--- src/rtl/gpat_pkg.sv ---
// Shared types and constants for the game port axis timer.
package gpat_pkg;

  typedef enum logic [1:0] {
    OP_TICK    = 2'd0,
    OP_TRIGGER = 2'd1,
    OP_READ    = 2'd2,
    OP_STICK   = 2'd3
  } op_t;

  // Width of the packed input tdata word (51 field bits padded to 7 bytes).
  localparam int unsigned IN_DATA_W = 56;

  localparam logic [15:0] STEP_RESET      = 16'd13739;
  localparam logic [15:0] POS_SCALE       = 16'd60000;
  localparam logic [16:0] SCALE_DIVISOR   = 17'd65535;
  localparam logic [19:0] TIMEOUT_BASE    = 20'd24200;
  // Timeout that a centered (zero) stick position yields.
  localparam logic [19:0] TIMEOUT_CENTER  = 20'd354211;
  // One second in Q16.16 microseconds.
  localparam logic [35:0] ELAPSED_CAP     = 36'd65536000000;
  localparam logic [7:0]  READ_BASE       = 8'hF0;

  // Beat handed from the multiply stage to the state unit.
  typedef struct packed {
    op_t         op;
    logic        stick;
    logic [1:0]  btn;
    logic [31:0] tick_prod;
    logic [31:0] x_prod;
    logic [31:0] y_prod;
  } gpat_prod_t;

endpackage

--- src/rtl/gpat_front.sv ---
// Input register and multiply stage of the game port axis timer.
module gpat_front (
  input  logic                               clk,
  input  logic                               rst,
  input  logic                               in_valid,
  output logic                               in_ready,
  input  logic [1:0]                         in_op,
  input  logic [gpat_pkg::IN_DATA_W-1:0]     in_data,
  input  logic [15:0]                        step,
  output logic                               prod_valid,
  output gpat_pkg::gpat_prod_t               prod,
  input  logic                               prod_adv
);
  import gpat_pkg::*;

  logic        s1_valid;
  op_t         s1_op;
  logic [15:0] s1_cycles;
  logic        s1_stick;
  logic [15:0] s1_x;
  logic [15:0] s1_y;
  logic [1:0]  s1_btn;

  logic [16:0] x_shift;
  logic [16:0] y_shift;
  logic [32:0] x_full;
  logic [32:0] y_full;
  logic [31:0] tick_full;

  assign in_ready = !s1_valid || prod_adv;

  // Offset the signed position to 1..65536, then scale by the full-travel constant.
  assign x_shift   = {1'b0, ~s1_x[15], s1_x[14:0]} + 17'd1;
  assign y_shift   = {1'b0, ~s1_y[15], s1_y[14:0]} + 17'd1;
  assign x_full    = 33'(x_shift) * 33'(POS_SCALE);
  assign y_full    = 33'(y_shift) * 33'(POS_SCALE);
  assign tick_full = 32'(s1_cycles) * 32'(step);

  always_ff @(posedge clk) begin
    if (rst) begin
      s1_valid   <= 1'b0;
      prod_valid <= 1'b0;
    end else begin
      if (in_ready) s1_valid <= in_valid;
      if (prod_adv) prod_valid <= s1_valid;
    end
  end

  always_ff @(posedge clk) begin
    if (in_ready && in_valid) begin
      s1_op     <= op_t'(in_op);
      s1_cycles <= in_data[15:0];
      s1_stick  <= in_data[16];
      s1_x      <= in_data[32:17];
      s1_y      <= in_data[48:33];
      s1_btn    <= in_data[50:49];
    end
    if (prod_adv && s1_valid) begin
      prod.op        <= s1_op;
      prod.stick     <= s1_stick;
      prod.btn       <= s1_btn;
      prod.tick_prod <= tick_full;
      prod.x_prod    <= x_full[31:0];
      prod.y_prod    <= y_full[31:0];
    end
  end

endmodule

--- src/rtl/gpat_core.sv ---
// Timer state, axis timeouts, button state and read result register.
module gpat_core (
  input  logic                  clk,
  input  logic                  rst,
  input  logic                  prod_valid,
  input  gpat_pkg::gpat_prod_t  prod,
  output logic                  prod_adv,
  output logic                  out_valid,
  input  logic                  out_ready,
  output logic [7:0]            out_data
);
  import gpat_pkg::*;

  // Finish floor(p / 65535) with one correction step, then 24200 + 11 * r.
  function automatic logic [19:0] timeout_of(input logic [31:0] p);
    logic [16:0] sum;
    logic [15:0] r;
    logic [19:0] r20;
    sum = {1'b0, p[31:16]} + {1'b0, p[15:0]};
    r   = p[31:16] + 16'(sum >= SCALE_DIVISOR);
    r20 = {4'b0, r};
    return TIMEOUT_BASE + (r20 << 3) + (r20 << 1) + r20;
  endfunction

  logic [35:0] elapsed;
  logic [19:0] timeout [4];
  logic [19:0] pending [4];
  logic [1:0]  buttons [2];

  logic        out_free;
  logic        go;
  logic [36:0] tick_sum;
  logic [35:0] elapsed_next;
  logic [3:0]  running;
  logic [19:0] tx;
  logic [19:0] ty;

  assign out_free = !out_valid || out_ready;
  assign go       = prod_valid && (prod.op != OP_READ || out_free);
  assign prod_adv = !prod_valid || go;

  assign tick_sum     = {1'b0, elapsed} + 37'(prod.tick_prod);
  assign elapsed_next = (tick_sum > {1'b0, ELAPSED_CAP}) ? ELAPSED_CAP : tick_sum[35:0];
  assign tx           = timeout_of(prod.x_prod);
  assign ty           = timeout_of(prod.y_prod);

  always_comb begin
    for (int i = 0; i < 4; i++) begin
      running[i] = elapsed < {timeout[i], 16'b0};
    end
  end

  always_ff @(posedge clk) begin
    if (rst) begin
      elapsed    <= '0;
      out_valid  <= 1'b0;
      for (int i = 0; i < 4; i++) begin
        timeout[i] <= '0;
        pending[i] <= TIMEOUT_CENTER;
      end
      buttons[0] <= '0;
      buttons[1] <= '0;
    end else begin
      if (go && prod.op == OP_READ) begin
        out_valid <= 1'b1;
      end else if (out_ready) begin
        out_valid <= 1'b0;
      end
      if (go) begin
        case (prod.op)
          OP_TICK: begin
            elapsed <= elapsed_next;
          end
          OP_TRIGGER: begin
            elapsed <= '0;
            for (int i = 0; i < 4; i++) timeout[i] <= pending[i];
          end
          OP_STICK: begin
            pending[{prod.stick, 1'b0}] <= tx;
            pending[{prod.stick, 1'b1}] <= ty;
            buttons[prod.stick]         <= prod.btn;
          end
          default: begin
          end
        endcase
      end
    end
  end

  always_ff @(posedge clk) begin
    if (go && prod.op == OP_READ) begin
      out_data <= (READ_BASE ^ {buttons[1], buttons[0], 4'b0}) | {4'b0, running};
    end
  end

endmodule

--- src/rtl/game_port_axis_timer.sv ---
// Top level of the two-stick game port axis timer.
//
//   Channel  Direction  Carries
//   s_axis   in         one operation beat: tick, port write, port read or stick update
//   m_axis   out        port byte, one beat per port read
//   cfg      in         microseconds per clock in Q16, write only
//
// One beat is accepted in every cycle when the output is free. The accepting
// edge loads the input register; a port read then passes the multiply register
// and the result register before its byte shows on m_axis. The depth is
// set by the multipliers, which are registered before the timer state is touched.
// Reset clears the timer, the armed timeouts and the buttons, and presets the
// step register; no clearing pass is needed. A stalled m_axis holds the read
// byte while other beats keep flowing; s_axis_tready drops once a further port
// read waits in the multiply register with the input register full.
module game_port_axis_timer (
  input  logic        clk,
  input  logic        rst,
  input  logic        s_axis_tvalid,
  output logic        s_axis_tready,
  // Bits 15:0 cycles, 16 stick_id, 32:17 x_position, 48:33 y_position,
  // 50:49 button_bits, 55:51 zero.
  input  logic [55:0] s_axis_tdata,
  // Bits 1:0 operation.
  input  logic [1:0]  s_axis_tuser,
  output logic        m_axis_tvalid,
  input  logic        m_axis_tready,
  // Bits 7:0 read_data.
  output logic [7:0]  m_axis_tdata,
  input  logic        cfg_wr_en,
  input  logic [15:0] cfg_wr_data
);
  import gpat_pkg::*;

  // Step added to the elapsed time for every system clock counted by a tick.
  logic [15:0] step;
  logic        prod_valid;
  logic        prod_adv;
  gpat_prod_t  prod;

  always_ff @(posedge clk) begin
    if (rst) begin
      step <= STEP_RESET;
    end else if (cfg_wr_en) begin
      step <= cfg_wr_data;
    end
  end

  // Input register and the tick and position multipliers.
  gpat_front u_front (
    .clk        (clk),
    .rst        (rst),
    .in_valid   (s_axis_tvalid),
    .in_ready   (s_axis_tready),
    .in_op      (s_axis_tuser),
    .in_data    (s_axis_tdata),
    .step       (step),
    .prod_valid (prod_valid),
    .prod       (prod),
    .prod_adv   (prod_adv)
  );

  // Elapsed time, timeouts, buttons and the read byte register. Timeouts are
  // worked out when a stick moves and armed when the port is written.
  gpat_core u_core (
    .clk        (clk),
    .rst        (rst),
    .prod_valid (prod_valid),
    .prod       (prod),
    .prod_adv   (prod_adv),
    .out_valid  (m_axis_tvalid),
    .out_ready  (m_axis_tready),
    .out_data   (m_axis_tdata)
  );

endmodule

--- config.mk ---
export PLATFORM = sky130hd
export DESIGN_NAME = game_port_axis_timer
export DESIGN_NICKNAME = d
export VERILOG_FILES = /design/src/rtl/gpat_pkg.sv /design/src/rtl/gpat_front.sv /design/src/rtl/gpat_core.sv /design/src/rtl/game_port_axis_timer.sv
export SDC_FILE = /design/constraint.sdc
export NUM_CORES = 2
export LEC_CHECK = 0
export ABC_AREA = 1
export ABC_CLOCK_PERIOD_IN_PS = 10200
export BUFFER_PORTS_ARGS = -buffer_cell sky130_fd_sc_hd__buf_2
export CAP_MARGIN = 10
export CORE_MARGIN = 8
export CORE_UTILIZATION = 35
export CTS_BUF_LIST = sky130_fd_sc_hd__clkbuf_4 sky130_fd_sc_hd__clkbuf_8
export DETAILED_ROUTE_END_ITERATION = 10
export PLACE_DENSITY_LB_ADDON = 0.15
export REMOVE_ABC_BUFFERS = 1
export SLEW_MARGIN = 10
export SYNTH_ARGS = -nofsm -noshare
export SYNTH_HDL_FRONTEND = slang
export SYNTH_SLANG_ARGS = --single-unit
--- constraint.sdc ---
create_clock -name clk -period 10.2 [get_ports clk]
set_input_delay 2.04 -clock clk [delete_from_list [all_inputs] [get_ports clk]]
set_output_delay 2.04 -clock clk [all_outputs]
set_load 0.01 [all_outputs]
Word level (Yosys, flattened, before mapping)
Memory sizes are Yosys's and may differ from the RTL's.
Cells that the tools add are included.
Word-level totals
  logic and storage cells: 101
  memories kept: 3
  RAM bits: 164
  bits of input ports: 79
  output and inout port bits: 10
  flip-flop bits (word level): 207
Memories
  u_core.pending: depth 4, width 20, read ports 4, clocked after memory_dff 0, wr ports 4, RTL line gpat_core.sv:27  | logic [19:0] pending [4];
  u_core.timeout: depth 4, width 20, read ports 4, clocked after memory_dff 0, wr ports 4, RTL line gpat_core.sv:26  | logic [19:0] timeout [4];
  u_core.buttons: depth 2, width 2, read ports 2, clocked after memory_dff 0, wr ports 2, RTL line gpat_core.sv:28  | logic [1:0] buttons [2];
Cells by class
  mux-type cells: 27
  bitwise gates (word level): 8
  multipliers: 3
  add/subtract/negate cells: 13
  order comparisons: 7
  reductions and logical operators: 18
  equal/unequal tests: 4
Operators by type and width (count)
  $lt 36x36->1: 4
  $mux 20: 6
  $pmux 36 s2: 1
  $mul 17x11->27 const B: 2
  $add 15x19->20 const A: 2
  $add 20x16->20: 2
  $add 20x17->20: 2
  $reduce_or 20->1: 2
  $add 36x32->37: 1
  $gt 37x36->1 const B: 1
  $mux 36: 1
  $add 16x1->17 const B: 2
  $add 16x16->17: 2
  $ge 17x16->1 const B: 2
  $add 16x1->16: 2
  $mul 16x16->32: 1
  $mux 1: 16
  $or 8x4->8: 1
  $mux 2: 3
  $eq 2x2->1 const B: 2
  $logic_and 1x1->1: 4
  $logic_or 1x1->1: 4
  $not 4->4: 1
  $or 1x1->1: 4
  other kinds (8): 12

Logic depth before layout (Yosys ltp)
  depth after elaboration: 9
  depth in mapped cells: 40
  depth with buffers taken out: 40

Hierarchy
From an unflattened synthesis, not the netlist that was laid out.
Second synthesis, totals
  cell total of the unflattened synthesis: 5165
  area total of the unflattened synthesis: 40562.7 um2
Modules (own cells, without submodules)
  gpat_front: area each 22410.2 um2, seq. area each 4364.2 um2, cells each 2783, instances 1
  gpat_core: area each 17521.8 um2, seq. area each 5905.7 um2, cells each 2298, instances 1
  game_port_axis_timer: area each 630.6 um2, seq. area each 320.3 um2, cells each 84, instances 1

Worst setup path before layout
Ideal clock, no wire load.
  path type: flip-flop to flip-flop
  start: register u_front.prod[100] (netlist name)
  end: memory u_core.timeout[0][0] (enable)
  path slack: 2.937 ns
  arrival time: 6.634 ns
  period minus slack after synthesis: 7.263 ns
  cell stages (with the launch flop): 6
  setup time: 0.629 ns
  data required time: 9.571 ns
  path buffers: 2
  cell sequence: edfxtp_1 -> nor2_1 -> inv_1 -> clkbuf_1 -> clkbuf_1 -> o21ai_0
RTL lines (RTL line)
  to (decl): gpat_core.sv:26

Worst setup path in the final report
  start: register step[6]
  end: register u_front.prod[90] (netlist name)
On the way
  longest elaborated chain between the ends: 1
Ends and longest elaborated chain
  from (decl): RTL line game_port_axis_timer.sv:36  | logic [15:0] step;
  from (signal assigned): RTL line game_port_axis_timer.sv:45  | step <= cfg_wr_data;
  $mul 16x16->32: RTL line gpat_front.sv:37  | assign tick_full = 32'(s1_cycles) * 32'(step);
  via u_front.tick_full[26]: RTL line gpat_front.sv:28  | logic [31:0] tick_full;
The timed path passes the listed nets, and every way through them passes these cells.
A chain may end at the register's enable or synchronous reset.

==> impl_summary.log <==
INFO  metric outcome = complete, no violations
INFO  metric min_path_type = register to register
INFO  metric rsz0062_at_grt = false
INFO  metric worstSetupEndpointType = register
INFO  metric achievable-frequency = roughly 0.15 GHz
INFO  metric drc = 0
INFO  metric synthesis.yosys.warnings = 0
INFO  metric syn-instance-count = around 4300
INFO  metric worst_slew_margin_rel = 0.393
INFO  metric setup.worst_path.start = step[6]
INFO  metric drive_above_1_share = 0.0578
INFO  metric regToRegStartpoint = step[6]
INFO  metric syn2layout_area_growth = 9.50%
INFO  metric critical_path.startpoint_type = register
INFO  metric worstPathBufferInverterCount = 5
INFO  metric worstMarginPinSlew = between 900 and 1000 ps
INFO  metric finalMaxSlewViolations = 0
INFO  metric synthesis.area_per_instance = a little under 9 um^2
INFO  metric tritoncts.num_buffers = 73
INFO  metric hold_violations = 0
INFO  metric insertion_delay = 690 ps
INFO  metric netlist_top_cells_area = edfxtp_1, fa_1, ha_1
INFO  metric post_cts_resize_count = 0
INFO  metric grt_max_degree = 81
INFO  metric row_count = 119
INFO  metric globalRouteMet3Util = 0.0239
INFO  metric routed_wirelength = 85500 um
INFO  metric yosys.area.top_type_share = 0.257
INFO  metric track_usage = 0.147
INFO  metric grt_pass1_wl = 140000 um
INFO  metric postCtsSetupBuffers = 0
INFO  metric critical_path_cell_count = 21
INFO  metric clock_tree_from_tritoncts = built
INFO  metric overall_via_count_from_detail_route = 26300
INFO  metric yosys.cell_types.count = 48
INFO  metric synth.most_common_cell = inv_1
INFO  metric min_cycle_time_layout = 6760 ps
INFO  metric synthTopCellsByCount = inv_1, nand2_1, ha_1, fa_1, nor2_1
INFO  metric design.portCount = 89
INFO  metric timing.critical_path.slowest_cell_delay = 860 ps
INFO  metric detailedPlacementHpwl = a little under 70000 um
INFO  metric grtUsageMet1 = 0.192
INFO  metric detailed_route_vias_per_instance = between 4 and 5
INFO  metric fp.dieW = 341 um
INFO  metric firstDrtPassIters = 5
INFO  metric ys_seq_elements = roughly 370
INFO  metric cts_hold_buf = 0
INFO  metric final.period_utilization = 0.663
INFO  metric maxCapViolations = 0
INFO  metric ys_async_sr_fraction = 0
INFO  metric start_util = 0.352
INFO  metric path_class = register to register
INFO  metric vias_in_the_first_global_route = 26700
INFO  metric port_buffers = 83
INFO  metric timing.critical_path.required = around 11000 ps
INFO  metric fill_cells = 10900
INFO  metric cell_area_after_synthesis = 0.0369 mm^2
INFO  metric cts-htree-levels = 3
INFO  metric gp_congestion = 0.858
INFO  metric final-setup-viol-count = 0
INFO  metric synth-main-ff-cell = edfxtp_1
INFO  metric core_area = between 0.1 and 0.15 mm^2
INFO  metric timing.critical_path.max_delay_family = adder cells
INFO  metric worst_clock_skew = approximately 44 ps
INFO  metric grt_overflow = 0
INFO  metric endpoint = u_front.prod[90]
INFO  metric crit_path_cell_trace = nand2_1 -> fa_1 -> inv_1 -> fa_1 -> inv_1 -> fa_1 -> inv_1 -> fa_1 -> inv_1 -> fa_1 -> inv_1 -> fa_1 -> ha_1 -> a21oi_1 -> o21ai_0 -> a21oi_1 -> o21ai_0 -> a21oi_1 -> o21ai_0 -> a21oi_1 -> xnor2_1
INFO  metric finish.net_count = approximately 5200
INFO  metric clockRootBuffer = clkbuf_8
INFO  metric routing_layer_with_the_top_usage_in_global_route = met2
INFO  metric first_iter_violations = 1059
INFO  metric route.detailed.wl_per_inst = 14.7 um
INFO  metric grt_util_met2 = 0.255
INFO  metric tns = 0 ps
INFO  metric synthDominantAreaCellType = edfxtp_1
INFO  metric timing.critical_path.mode_cell = fa_1
INFO  metric worst_setup_hold_path_clk_slew = about 60 ps
INFO  metric critical_path_arrival = between 7000 and 8000 ps
INFO  metric reg2regPathDepth = 21
INFO  metric die-area = 0.116 mm^2
INFO  metric setup.reg_to_reg.worst_slack = approximately 3400 ps
INFO  metric clock_path_buffers = 3
INFO  metric synth_enable_flop_cells = approximately 320
INFO  metric cts.sink_count = between 300 and 400
INFO  metric die_h = about 340 um
INFO  metric worst_r2r_endpoint = u_front.prod[90]
INFO  metric crit_fanout = 17
INFO  metric grt_antenna_before_repair = 1
INFO  metric drt.antenna.violating_nets = 0
INFO  metric fraction_of_the_yosys_area_taken_by_sequential_cells = 0.287
INFO  metric cpMaxStageDelayCell = dfxtp_1
==> state kept, by name, indices dropped and copies added, names as in the netlist <==
signal	flops
u_core.buttons	4
u_front.prod	91
u_front.s1_btn	2
u_front.s1_y	16
step	16
u_front.s1_op	2
u_core.out_valid	1
u_core.timeout	80
u_front.s1_valid	1
u_front.s1_x	16
u_front.s1_stick	1
u_core.pending	80
u_front.prod_valid	1
u_core.elapsed	36
u_front.s1_cycles	16
u_core.out_data	8
==> layout make-up <==
class,count,area [um^2],area share
diodes,1,2.50,0.0000619
clock buffers,102,1230,0.0305
clock inverters,31,293,0.00724
inverters,970,3640,0.0901
multi-input cells,2829,22300,0.552
flip-flops and latches,371,10600,0.262
well taps,1391,1740,0.0430
repair buffers,109,611,0.0151
==> layer usage <==
| metal | wire (um) | part of all wire |
|---|---|---|
| met4 | 1800 | 0.021 |
| met2 | 41500 | 0.48 |
| met5 | 0 | 0 |
| met1 | 39400 | 0.46 |
| met3 | 2850 | 0.033 |
==> metrics by stage <==
stage | instances | hold slack, ps | utilization | area (um^2) | setup slack, ps
after floorplan | 4170 | 400 | - | 36500 | 2930
after global placement | 5670 | 403 | 0.371 | 38900 | 3470
after detailed placement | 5670 | 405 | 0.371 | 38900 | 3450
after CTS | 5803 | 417 | 0.385 | 40400 | 3450
after global routing | 5804 | 423 | 0.385 | 40400 | 2840
final | 5804 | 416 | 0.385 | 40400 | 3440
==> layout by cell type (no fill, tap or decap), drive strengths merged, types with 5 or more instances in the layout <==
master    n
a31oi     7
o21bai   12
nand2   903
a21oi   217
a211oi   11
o21ai    77
edfxtp  316
inv     975
nand3   143
ha      458
xnor2    51
nand3b    5
xor2    130
nor4     16
dfxtp    55
buf     109
a21o     11
clkinv   22
nor2    332
nor3     25
a21boi   10
nand4    36
fa      346
clkbuf  102
o211ai    8
==> cell families after synthesis <==
| family | synth area share |
|---|---|
| AO/OA/AOI/OAI | 0.0567 |
| XOR/XNOR | 0.0429 |
| adder cells (fa/ha/maj) | 0.343 |
| buffers and inverters | 0.110 |
| flip-flops | 0.287 |
| AND/OR/NAND/NOR | 0.161 |
==> how the worst min path moves through the flow <==
stage | from | end | slack [ps] | cells after the start
2_1_floorplan | u_front.s1_op[1] | u_front.prod[100] | 400 | 0
3_3_place_gp | u_front.s1_btn[1] | u_front.prod[97] | 400 | 0
3_5_place_dp | u_front.s1_stick | u_front.prod[98] | 400 | 0
4_1_cts | u_front.s1_stick | u_front.prod[98] | 420 | 0
5_1_grt | u_front.s1_op[0] | u_front.prod[99] | 420 | 0
6_report | u_front.s1_stick | u_front.prod[98] | 420 | 0
Power is left out: the tool's default activity adds up to more than one toggle a clock period on the data nets, which glitch-free logic cannot reach.
